<file path="src/rtl/imsu_pkg.sv">
// shared types and constants for the ising metropolis site update core
`default_nettype none

package imsu_pkg;

    // lattice geometry and random fraction width
    localparam int SIDE      = 64;
    localparam int COORD_W   = $clog2(SIDE);
    localparam int RAND_BITS = 16;

    // field widths
    localparam int DATA_W    = 16;
    localparam int SITE_W    = 6;
    localparam int ENERGY_W  = 15;
    localparam int MAG_W     = 14;
    localparam int CFG_IDX_W = 8;

    // low bits of the random fraction that take part in the compare
    localparam logic [DATA_W-1:0] RAND_MASK = DATA_W'((64'd1 << RAND_BITS) - 64'd1);

    // running totals after reset or restart: every spin up
    localparam logic [ENERGY_W-1:0] ENERGY_RESET = ENERGY_W'(-2 * SIDE * SIDE);
    localparam logic [MAG_W-1:0]    MAG_RESET    = MAG_W'(SIDE * SIDE);

    // threshold register reset values
    localparam logic [DATA_W-1:0] LEVEL4_RESET = 16'd8192;
    localparam logic [DATA_W-1:0] LEVEL8_RESET = 16'd1024;

    // configuration register indexes
    localparam logic [CFG_IDX_W-1:0] CFG_LEVEL4 = 8'd0;
    localparam logic [CFG_IDX_W-1:0] CFG_LEVEL8 = 8'd1;

    // input op codes
    localparam logic OP_UPDATE  = 1'b0;
    localparam logic OP_RESTART = 1'b1;

    // controller states
    typedef enum logic [2:0] {
        ST_IDLE,
        ST_RD_MID,
        ST_RD_DN,
        ST_FIN,
        ST_RESTART
    } t_state;

    // which lattice row the read port fetches
    typedef enum logic [1:0] {
        RD_UP,
        RD_MID,
        RD_DN
    } t_rd_sel;

    // controller to datapath commands
    typedef struct packed {
        logic    take;
        logic    rd_en;
        t_rd_sel rd_sel;
        logic    cap_up;
        logic    cap_mid;
        logic    commit;
        logic    restart;
    } t_cmd;

endpackage

`default_nettype wire

</file>
<file path="src/rtl/imsu_ctrl.sv">
// controller state machine sequencing row reads, update and restart
`default_nettype none

module imsu_ctrl (
    input  wire logic          i_clk,
    input  wire logic          i_rst_n,
    input  wire logic          i_in_valid,
    input  wire logic          i_op,
    input  wire logic          i_out_free,
    output logic               o_in_ready,
    output imsu_pkg::t_cmd     o_cmd
);

    imsu_pkg::t_state r_state;
    imsu_pkg::t_state n_state;

    // state register
    always_ff @(posedge i_clk) begin
        if (!i_rst_n) begin
            r_state <= imsu_pkg::ST_IDLE;
        end else begin
            r_state <= n_state;
        end
    end

    // next state
    always_comb begin
        n_state = r_state;
        unique case (r_state)
            imsu_pkg::ST_IDLE: begin
                if (i_in_valid) begin
                    n_state = (i_op == imsu_pkg::OP_RESTART) ? imsu_pkg::ST_RESTART
                                                             : imsu_pkg::ST_RD_MID;
                end
            end
            imsu_pkg::ST_RD_MID: n_state = imsu_pkg::ST_RD_DN;
            imsu_pkg::ST_RD_DN:  n_state = imsu_pkg::ST_FIN;
            imsu_pkg::ST_FIN, imsu_pkg::ST_RESTART: begin
                if (i_out_free) begin
                    n_state = imsu_pkg::ST_IDLE;
                end
            end
            default: n_state = imsu_pkg::ST_IDLE;
        endcase
    end

    // commands
    always_comb begin
        o_in_ready    = 1'b0;
        o_cmd         = '0;
        o_cmd.rd_sel  = imsu_pkg::RD_UP;
        unique case (r_state)
            imsu_pkg::ST_IDLE: begin
                // the upper row read starts while waiting for a transfer
                o_in_ready   = 1'b1;
                o_cmd.take   = i_in_valid;
                o_cmd.rd_en  = 1'b1;
                o_cmd.rd_sel = imsu_pkg::RD_UP;
            end
            imsu_pkg::ST_RD_MID: begin
                o_cmd.rd_en  = 1'b1;
                o_cmd.rd_sel = imsu_pkg::RD_MID;
                o_cmd.cap_up = 1'b1;
            end
            imsu_pkg::ST_RD_DN: begin
                o_cmd.rd_en   = 1'b1;
                o_cmd.rd_sel  = imsu_pkg::RD_DN;
                o_cmd.cap_mid = 1'b1;
            end
            imsu_pkg::ST_FIN: begin
                o_cmd.commit = i_out_free;
            end
            imsu_pkg::ST_RESTART: begin
                o_cmd.restart = i_out_free;
            end
            default: begin
                o_in_ready = 1'b0;
            end
        endcase
    end

endmodule

`default_nettype wire

</file>
<file path="config.mk">
export PLATFORM = sky130hd
export DESIGN_NAME = imsu_ctrl
export DESIGN_NICKNAME = d
export VERILOG_FILES = /design/src/rtl/imsu_pkg.sv /design/src/rtl/imsu_ctrl.sv
export SDC_FILE = /design/constraint.sdc
export NUM_CORES = 1
export LEC_CHECK = 0
export ABC_AREA = 1
export BUFFER_PORTS_ARGS = -buffer_cell sky130_fd_sc_hd__buf_2
export CORE_AREA = 4 4 41 43
export CTS_CLUSTER_DIAMETER = 60
export DETAILED_ROUTE_END_ITERATION = 10
export DIE_AREA = 0 0 45 47
export GPL_ROUTABILITY_DRIVEN = 1
export SYNTH_ARGS = -nofsm -noshare
export SYNTH_HDL_FRONTEND = slang
export SYNTH_SLANG_ARGS = --single-unit
export TNS_END_PERCENT = 30
</file>
<file path="constraint.sdc">
create_clock -name i_clk -period 1.3 [get_ports i_clk]
set_input_delay 0.26 -clock i_clk [delete_from_list [all_inputs] [get_ports i_clk]]
set_output_delay 0.26 -clock i_clk [all_outputs]
set_load 0.02 [all_outputs]
</file>
Word-level counts from Yosys, hierarchy flattened
Cells that the tools add are included.
- mux-type cells: 11
- reduce and logical (&&, ||, !) cells: 3
- eq/ne operators: 6
- operator list (cell ; number):
    $pmux 3 s4 ; 1
    $mux 3 ; 3
    $pmux 3 s3 ; 1
    $eq 3x2->1 const B ; 2
    $mux 1 ; 6
    $ne 2x2->1 const B ; 2
    $eq 3x1->1 const B ; 1
    $eq 3x3->1 const B ; 1
    $logic_not 3->1 ; 1
    $reduce_and 2->1 ; 1
    $reduce_or 2->1 ; 1
- input bits: 5
- output and inout bits: 9
- logic and storage cells: 21
- register bits after elaboration: 3

Logic depth before layout (Yosys ltp)
Gate-level depths: netlist (run 1).
- word-level depth: 4
- mapped depth: 7
- mapped depth without buffers: 7

Worst setup path after synthesis (run 1)
Ideal clock, no wire load.
- kind: register to output
- from: register r_state[2]
- to: output port o_cmd[0] in the netlist's numbering
- path slack: -0.097 ns
- data arrival time: 1.137 ns
- required time: 1.040 ns
- cell stages (with the launch flop): 3
- cell sequence: dfxtp_1 > inv_2 > nor4_1
- RTL lines (item ; RTL line ; source):
    start: declaration ; imsu_ctrl.sv:14 ; imsu_pkg::t_state r_state;
    start signal: assignment ; imsu_ctrl.sv:20 ; r_state <= imsu_pkg::ST_IDLE;
    start signal: assignment ; imsu_ctrl.sv:22 ; r_state <= n_state;
    end: declaration ; imsu_ctrl.sv:11 ; output imsu_pkg::t_cmd o_cmd

==> results of run 1 <==
worst max path at each step:
stage                                  startpoint          to  slack, ns  cells past startpoint
after floorplan           r_state[1]$_SDFFE_PN0P_    o_cmd[5]      -0.07                      3
after global placement    r_state[2]$_SDFFE_PN0P_    o_cmd[0]       0.13                      3
after detailed placement  r_state[1]$_SDFFE_PN0P_    o_cmd[2]       0.10                      3
after CTS                 r_state[1]$_SDFFE_PN0P_    o_cmd[3]      -0.02                      4
after global routing      r_state[0]$_SDFFE_PN0P_  o_in_ready      -0.06                      2
final                     r_state[0]$_SDFFE_PN0P_    o_cmd[0]       0.01                      2
power by group through the flow:
| stage | clock [mW] | sequential [mW] | combinational (mW) |
|---|---|---|---|
| 2_1_floorplan | 0 | 0.136 | 0.209 |
| 3_3_place_gp | 0 | 0.141 | 0.279 |
| 3_5_place_dp | 0 | 0.146 | 0.275 |
| 4_1_cts | 0.167 | 0.158 | 0.349 |
| 5_1_grt | 0.175 | 0.167 | 0.404 |
| 6_report | 0.158 | 0.162 | 0.372 |
cell families after synthesis:
kind of cell | Yosys count | share of synthesized area, %
AND/OR/NAND/NOR | 24 | 52.7
buffers and inverters | 7 | 14.2
flip-flops | 3 | 28.4
AO/OA/AOI/OAI | 2 | 4.73
stage by stage:
stage / cell area (um^2) / cells / worst slack, ns / power [mW]
final: 407 / 69 / 0.0137 / 0.692
after global placement: 294 / 63 / 0.135 / 0.420
after global routing: 407 / 69 / -0.0580 / 0.746
after detailed placement: 294 / 63 / 0.102 / 0.421
after floorplan: 218 / 36 / -0.0656 / 0.345
after CTS: 387 / 69 / -0.0196 / 0.674
repair_timing:
item,CTS,global route
setup endpoints to repair,9,9
setup buffers,2,0
cloned,0,0
gates resized for setup,20,7
pin swaps,4,2
cell usage after synthesis:
cell type / instances
nor3_1: 2
nor3b_2: 1
inv_2: 1
buf_4: 1
a21oi_1: 2
nor4_1: 2
inv_1: 5
nand3_1: 4
nor2_1: 8
nand2_1: 7
dfxtp_1: 3
metal layers:
metal | part of all wire (%) | up-vias | track usage [%]
met2 | 41 | 9 | 9.32
met3 | 9.0 | 0 | 5.36
li1 | - | 152 | -
met4 | 0 | 0 | 1.75
met5 | 0 | - | 0
met1 | 50 | 120 | 7.71
critical path, delay by kind of cell, from the launching register on:
kind / cells / cell delay, ns
buffers and inverters: 1 / 0.18
flip-flops: 1 / 0.36
AND/OR/NAND/NOR: 1 / 0.26
area by class of cell:
cell class | count | area (um^2) | share of cell area [%]
tap | 15 | 18.8 | 4.62
multi-input combinational | 26 | 154 | 37.8
clock buffer | 4 | 26.3 | 6.46
sequential | 3 | 71.3 | 17.5
timing repair buffer | 15 | 109 | 26.8
inverter | 6 | 27.5 | 6.77
cells in the final DEF (no fill, tap or decap):
cell	synthesis	layout
dfxtp_4	0	3
inv_4	0	2
clkbuf_4	0	3
nor2_1	8	6
nor2_2	0	1
nor3_1	2	1
inv_2	1	1
nor3b_2	1	1
buf_2	0	6
buf_6	0	3
nand2_1	7	5
nor4_2	0	2
inv_1	5	3
buf_4	1	6
nand2_2	0	2
nor2_4	0	1
nor3_2	0	1
a21oi_1	2	2
nand3_1	4	4
clkbuf_1	0	1
==> metrics.txt, run 1 <==
vias per cell 4.07; number of top-level pins 14; Routed Antenna Nets 0; maximum ir drop on the vdd rail 0.702 mV; RSZ-0062 raised after global routing yes; outcome completed; yosys warns 0; core region area 1300 um^2; CP required 1.04 ns; vias in the first global route 257; cell internal pwr 0.402 mW; clk buf depth 2; worst-margin pin slew 0.232 ns; All-Layer GR Usage 6.63%; final setup skew 0.000416 ns; CTS H-tree depth 1; initial antenna violation count 0; DR WL/cell 9.22 um; Syn Inst Count 36; max reg flops 3; Clock Power Share 22.9%; Final Hold Vio Count 0; Worst-Skew Late Latency 0.23 ns; ranking of synthesized cells by area dfxtp_1, nor2_1, nand2_1; crit-path cells nor4_2 > buf_4; Layout Nets 60; die area 2120 um^2; row cnt 13; sequential element share of the synthesized area 28.4%; Setup Viol. Count Final 0; Peak Freq 777 MHz; Setup crit start kind register; cts hold-fix bufs 0; Rel. slew slack 84.4%; die width 45 um; Final TNS setup 0 ns; clk slew on worst S/H paths 0.03 ns; via count 281; P_sw 0.290 mW; static leakage 0.197 nW; Fillers 155; Syn Nets 41; port bufs 13; layout cell share with drive strength beyond 1 59.3%; max-cap viol count 0; depth of the most critical reg-to-reg path 6; Layout area overhead 92.3%; Slew Limit Fails 0; synth unique cells 11; post-synth top area cell dfxtp_1; Max FO, Critical Path 6; TritonCTS clock tree built; Starting DRT DRC Count 1; fin crit share 98.9%; Reg power frac 23.4%; reg2reg setup slack 0.31 ns; Post-route DRC 0; grt ovf 0; Yosys reg bits 3; endpoint class of the critical path output port; Final Util 31.3%; clk sinks 3; Fin Hold WS 0.259 ns; PD cells 1700 nW/um^2; global-route wire length before repair 952 um; Crit Path Class reg -> out; top flop regs r_state (3); Root Driver clkbuf_4; Post-Syn Area 211 um^2; chip height 47 um; sw frac 41.9%; critical path's slowest cell dfxtp_4; Worst EP arrival 1.03 ns; Hold Crit Class in -> reg; DRT Wirelength 636 um; Crit path largest cell delay 0.36 ns; Hold EP r_state[0]$_SDFFE_PN0P_; hold depth 3; CTS Buf Count 3; post-DP HPWL 482 um; worst r2r dst r_state[1]$_SDFFE_PN0P_; top-area cell type share of the netlist area 28.4%; hold wc startpoint i_rst_n; Largest Register r_state; Initial Util 16.3%; drt pass-1 iters 2; synthesized area per cell 5.87 um^2; worst r2r src r_state[1]$_SDFFE_PN0P_; RePlAce Congestion 0.764; Logic pwr share 53.8%; minimum clock period 1.29 ns; largest net degree at the start of global routing 7; # diodes 0
Power figures use the tool's default switching activity.
==> run 2: changes to the inputs <==
==> constraint.sdc (replaced) <==
create_clock -name i_clk -period 1.3 [get_ports i_clk]
set_input_delay 0.195 -clock i_clk [delete_from_list [all_inputs] [get_ports i_clk]]
set_output_delay 0.195 -clock i_clk [all_outputs]
set_load 0.02 [all_outputs]
==> run 2 against run 1 <==
Against the previous run: maximum frequency increased by 1.8%; via count decreased by 2.1%; total power decreased by 9.1%; highest routed layer unchanged; cell count decreased by 2.9%; largest cell class unchanged; cell area decreased by 13%; hold slack got worse by 0.064 ns; utilization decreased by 3.9 points; die area unchanged; critical endpoint unchanged; first-iteration DRC count increased to 3.0 times the previous value.
==> metrics.txt, run 2 (synthesis gave the netlist of run 1 again) <==
initial antenna violation count 0; Layout Cells excl Fill 67; crit path capture o_cmd[0]; Final Hold Vio Count 0; clk buf depth 2; most common cell after layout, fill and taps aside buf_2; TritonCTS clock tree built; cts hold-fix bufs 0; Post-route DRC 0; die area 2120 um^2; Setup crit start kind register; outcome completed; sw frac 43.5%; cell internal pwr 0.355 mW; Layout Nets 58; depth of the most critical reg-to-reg path 7; clk sinks 3; port bufs 13; Largest Register r_state; P_sw 0.274 mW; top flop regs r_state (3); CTS Buf Count 3; vias per cell 4.10; Initial Util 16.3%; CTS H-tree depth 1; global-route wire length before repair 903 um; via count 275; static leakage 0.180 nW; core region area 1300 um^2; Placed Cells 63; Max FO, Critical Path 6; Reg power frac 24.7%; Post-DP Area 294 um^2; design area 355 um^2; Worst Setup SP r_state[2]$_SDFFE_PN0P_; Final Util 27.3%; total power 0.629 mW; die width 45 um; max reg flops 3; Final TNS setup 0 ns; Crit Path Class reg -> out; grt ovf 0; reg2reg setup slack 0.33 ns; uppermost routed layer met3; Hold Crit Class in -> reg; fin crit share 97.2%; worst-margin pin slew 0.226 ns; All-Layer GR Usage 6.32%; CP required 1.11 ns; met1 WL 299 um; final setup skew 0.000190 ns; Layout area overhead 68.0%; worst r2r src r_state[0]$_SDFFE_PN0P_; Clock Power Share 25.0%; met3 wire length 57 um; drt pass-1 iters 4; DRT Wirelength 590 um; Peak Freq 791 MHz; RePlAce Congestion 0.764; Fin Hold WS 0.195 ns; Final Worst Setup Slack 0.0361 ns; Slew Limit Fails 0; PD cells 1770 nW/um^2; row cnt 13; largest net degree at the start of global routing 7; Setup Viol. Count Final 0; RSZ-0062 raised after global routing yes; post-DP HPWL 482 um; clk slew on worst S/H paths 0.03 ns; layout cell share with drive strength beyond 1 53.8%; vias in the first global route 230; Routed Antenna Nets 0; Rel. slew slack 84.8%; most frequent cells in the layout buf_2, nor2_1, nand2_1; chip height 47 um; Worst EP arrival 1.07 ns; Root Driver clkbuf_4; maximum ir drop on the vdd rail 0.686 mV; minimum clock period 1.26 ns; DR WL met2 233 um; number of top-level pins 14; DR WL/cell 8.81 um; Worst-Skew Late Latency 0.23 ns; Starting DRT DRC Count 3; pre-CTS WS 0.167 ns; Logic pwr share 50.3%; # diodes 0; endpoint class of the critical path output port; worst r2r dst r_state[0]$_SDFFE_PN0P_; max-cap viol count 0
-- run 2: cell types whose count changed in the layout (fill, tap and decap cells not counted), sizes merged --
cell / before / now
buf: 15 / 13
-- run 2: final cells by class --
class | count | area, um^2
clock buffer | 4 | 26.3
fill | 161 | 946
inverter | 6 | 25.0
multi-input combinational | 26 | 143
sequential | 3 | 66.3
tap | 15 | 18.8
timing repair buffer | 13 | 76.3
-- run 2: worst min path at each step --
stage                       start                      end  slack (ns)  cells past startpoint
after floorplan           i_rst_n  r_state[0]$_SDFFE_PN0P_        0.32                      2
after global placement    i_rst_n  r_state[0]$_SDFFE_PN0P_        0.44                      3
after detailed placement  i_rst_n  r_state[0]$_SDFFE_PN0P_        0.44                      3
after CTS                 i_rst_n  r_state[0]$_SDFFE_PN0P_        0.19                      3
after global routing      i_rst_n  r_state[0]$_SDFFE_PN0P_        0.22                      3
final                     i_rst_n  r_state[0]$_SDFFE_PN0P_        0.20                      3
-- run 2: metal layers --
metal | GRT usage (%) | vias to the layer above
li1 | - | 151
met1 | 7.95 | 115
met2 | 7.91 | 9
met3 | 5.36 | 0
met4 | 1.75 | 0
met5 | 0 | -
-- run 2: power by group through the flow --
stage,Clock [mW],Combinational (mW),Sequential [mW]
after floorplan,0,0.209,0.136
after CTS,0.167,0.290,0.149
final,0.157,0.316,0.155
after detailed placement,0,0.275,0.146
after global routing,0.173,0.350,0.160
after global placement,0,0.279,0.141
-- run 2: worst max-delay path: stages (launching register included) --
cell     delay (ns)
dfxtp_2        0.37
inv_2          0.08
nor4_2         0.19
buf_2          0.20
-- run 2: what timing repair did --
action                     in CTS  in global routing
gates resized for setup         6                 10
setup buffers                   0                  0
pin swaps                       0                  1
setup endpoints to repair       6                  6
==> run 3: changes to the inputs <==
--- a/config.mk
+++ b/config.mk
@@ -6,12 +6,13 @@
 export NUM_CORES = 1
 export LEC_CHECK = 0
 export ABC_AREA = 1
-export BUFFER_PORTS_ARGS = -buffer_cell sky130_fd_sc_hd__buf_2
+export BUFFER_PORTS_ARGS = -buffer_cell sky130_fd_sc_hd__buf_4
 export CORE_AREA = 4 4 41 43
 export CTS_CLUSTER_DIAMETER = 60
 export DETAILED_ROUTE_END_ITERATION = 10
 export DIE_AREA = 0 0 45 47
 export GPL_ROUTABILITY_DRIVEN = 1
+export REMOVE_ABC_BUFFERS = 1
 export SYNTH_ARGS = -nofsm -noshare
 export SYNTH_HDL_FRONTEND = slang
 export SYNTH_SLANG_ARGS = --single-unit
==> run 3 against run 2 <==
Against the previous run: count of clock-buffer cells in the layout unchanged; cell count did not move; setup slack got worse by 0.024 ns; first-iteration DRC count grew to 2.7 times the previous value; sequential share of layout area down 1.3 points; die area did not move; routed wire length increased by 16%; maximum frequency down 1.9%; utilization grew 2.1 points; clock power increased by 4%; clock skew barely moved; flip-flop and latch count did not move; largest power group unchanged; highest routed layer unchanged.
==> metrics.txt, run 3 (synthesis gave the netlist of run 1 again) <==
post-DP HPWL 526 um; design area 383 um^2; Starting DRT DRC Count 8; RSZ-0062 raised after global routing yes; Placed Cells 63; worst r2r src r_state[0]$_SDFFE_PN0P_; DRT Wirelength 684 um; RePlAce Congestion 0.733; All-Layer GR Usage 7.50%; row cnt 13; die width 45 um; Max FO, Critical Path 6; outcome completed; minimum clock period 1.29 ns; worst r2r dst r_state[0]$_SDFFE_PN0P_; hold wc startpoint i_rst_n; DR WL/cell 10.2 um; # diodes 0; Layout Cells excl Fill 67; Final Hold Vio Count 0; reg2reg setup slack 0.31 ns; register area 66.3 um^2; Routed Antenna Nets 0; clk slew on worst S/H paths 0.04 ns; clk buf depth 2; final setup skew 0.000190 ns; post-CTS setup buffers 0; Setup crit start kind register; Hold Crit Class in -> reg; Layout area overhead 81.1%; Initial Util 16.3%; largest net degree at the start of global routing 7; clk sinks 3; vias per cell 4.25; port bufs 13; grt ovf 0; static leakage 0.186 nW; number of top-level pins 14; max-cap viol count 0; Crit Path Class reg -> out; chip height 47 um; Fillers 159; Post-route DRC 0; Layout Nets 58; vias in the first global route 265; depth of the most critical reg-to-reg path 6; CTS H-tree depth 1; via count 285; core region area 1300 um^2; Final TNS setup 0 ns; top flop regs r_state (3); endpoint class of the critical path output port; CTS Buf Count 3; Multi-input gate area 149 um^2; layout cell share with drive strength beyond 1 50.0%; Peak Freq 776 MHz; Worst EP arrival 1.09 ns; TritonCTS clock tree built; Setup Viol. Count Final 0; Rel. slew slack 81.8%; CP required 1.11 ns; Post-DP Area 320 um^2; most frequent cells in the layout buf_4, nand2_1, nor2_1; Worst-Skew Late Latency 0.23 ns; max reg flops 3; worst-margin pin slew 0.271 ns; Worst Setup SP r_state[0]$_SDFFE_PN0P_; total power 0.665 mW; Slew Limit Fails 0; hold depth 3; most common cell after layout, fill and taps aside buf_4; fin crit share 99.1%; die area 2120 um^2; Largest Register r_state; Root Driver clkbuf_4; maximum ir drop on the vdd rail 0.636 mV; PD cells 1740 nW/um^2; Hold EP r_state[0]$_SDFFE_PN0P_; drt pass-1 iters 4; global-route wire length before repair 1.09 mm; initial antenna violation count 0
## run 3: cell counts in the layout (fill, tap and decap cells not counted)
No cell type changed its count.
## run 3: timing repair
item                                    CTS  global route
hold endpoints to repair                  0             0
pin swaps                                 0             0
resized for setup                         4             8
endpoints found under the setup margin    5             9
hold buffers                              0             0
## run 3: per-layer routing
layer	share of wire, %	track usage, %
met5	0	0
met1	47	8.84
met3	8.9	4.60
met2	44	10.7
met4	0	3.51
## run 3: how the worst max path moves through the flow
stage                              endpoint  depth (start not counted)
detailed placement                 o_cmd[0]                          3
global route                     o_in_ready                          2
CTS                                o_cmd[0]                          3
finish                             o_cmd[7]                          2
floorplan           r_state[1]$_SDFFE_PN0P_                          5
global placement                   o_cmd[0]                          3
## run 3: final cells by class
type / instances / area share [%]
timing repair buffer: 13 / 25.5
tap: 15 / 4.90
clock buffer: 4 / 6.86
sequential: 3 / 17.3
inverter: 6 / 6.54
multi-input combinational: 26 / 38.9
## run 3: power breakdown
part           internal, mW  total (mW)  switching [mW]  leakage [nW]
clock                 0.115       0.163          0.0480        0.0150
sequential            0.118       0.157          0.0393        0.0261
combinational         0.140       0.345           0.205         0.145
total                 0.373       0.665           0.292         0.186
## run 3: critical path, cell delays in order, from the launching register on
cell and delay, ns:
dfxtp_2 0.35, nor4_1 0.31, buf_4 0.20
## run 3: through the flow
stage / util [%] / hold WS, ns / setup slack, ns
global route: 29.4 / 0.200 / -0.0640
detailed placement: 24.6 / 0.436 / 0.164
global placement: 24.6 / 0.433 / 0.183
floorplan: - / 0.315 / -0.0324
finish: 29.4 / 0.197 / 0.0117
CTS: 27.1 / 0.190 / -0.0222
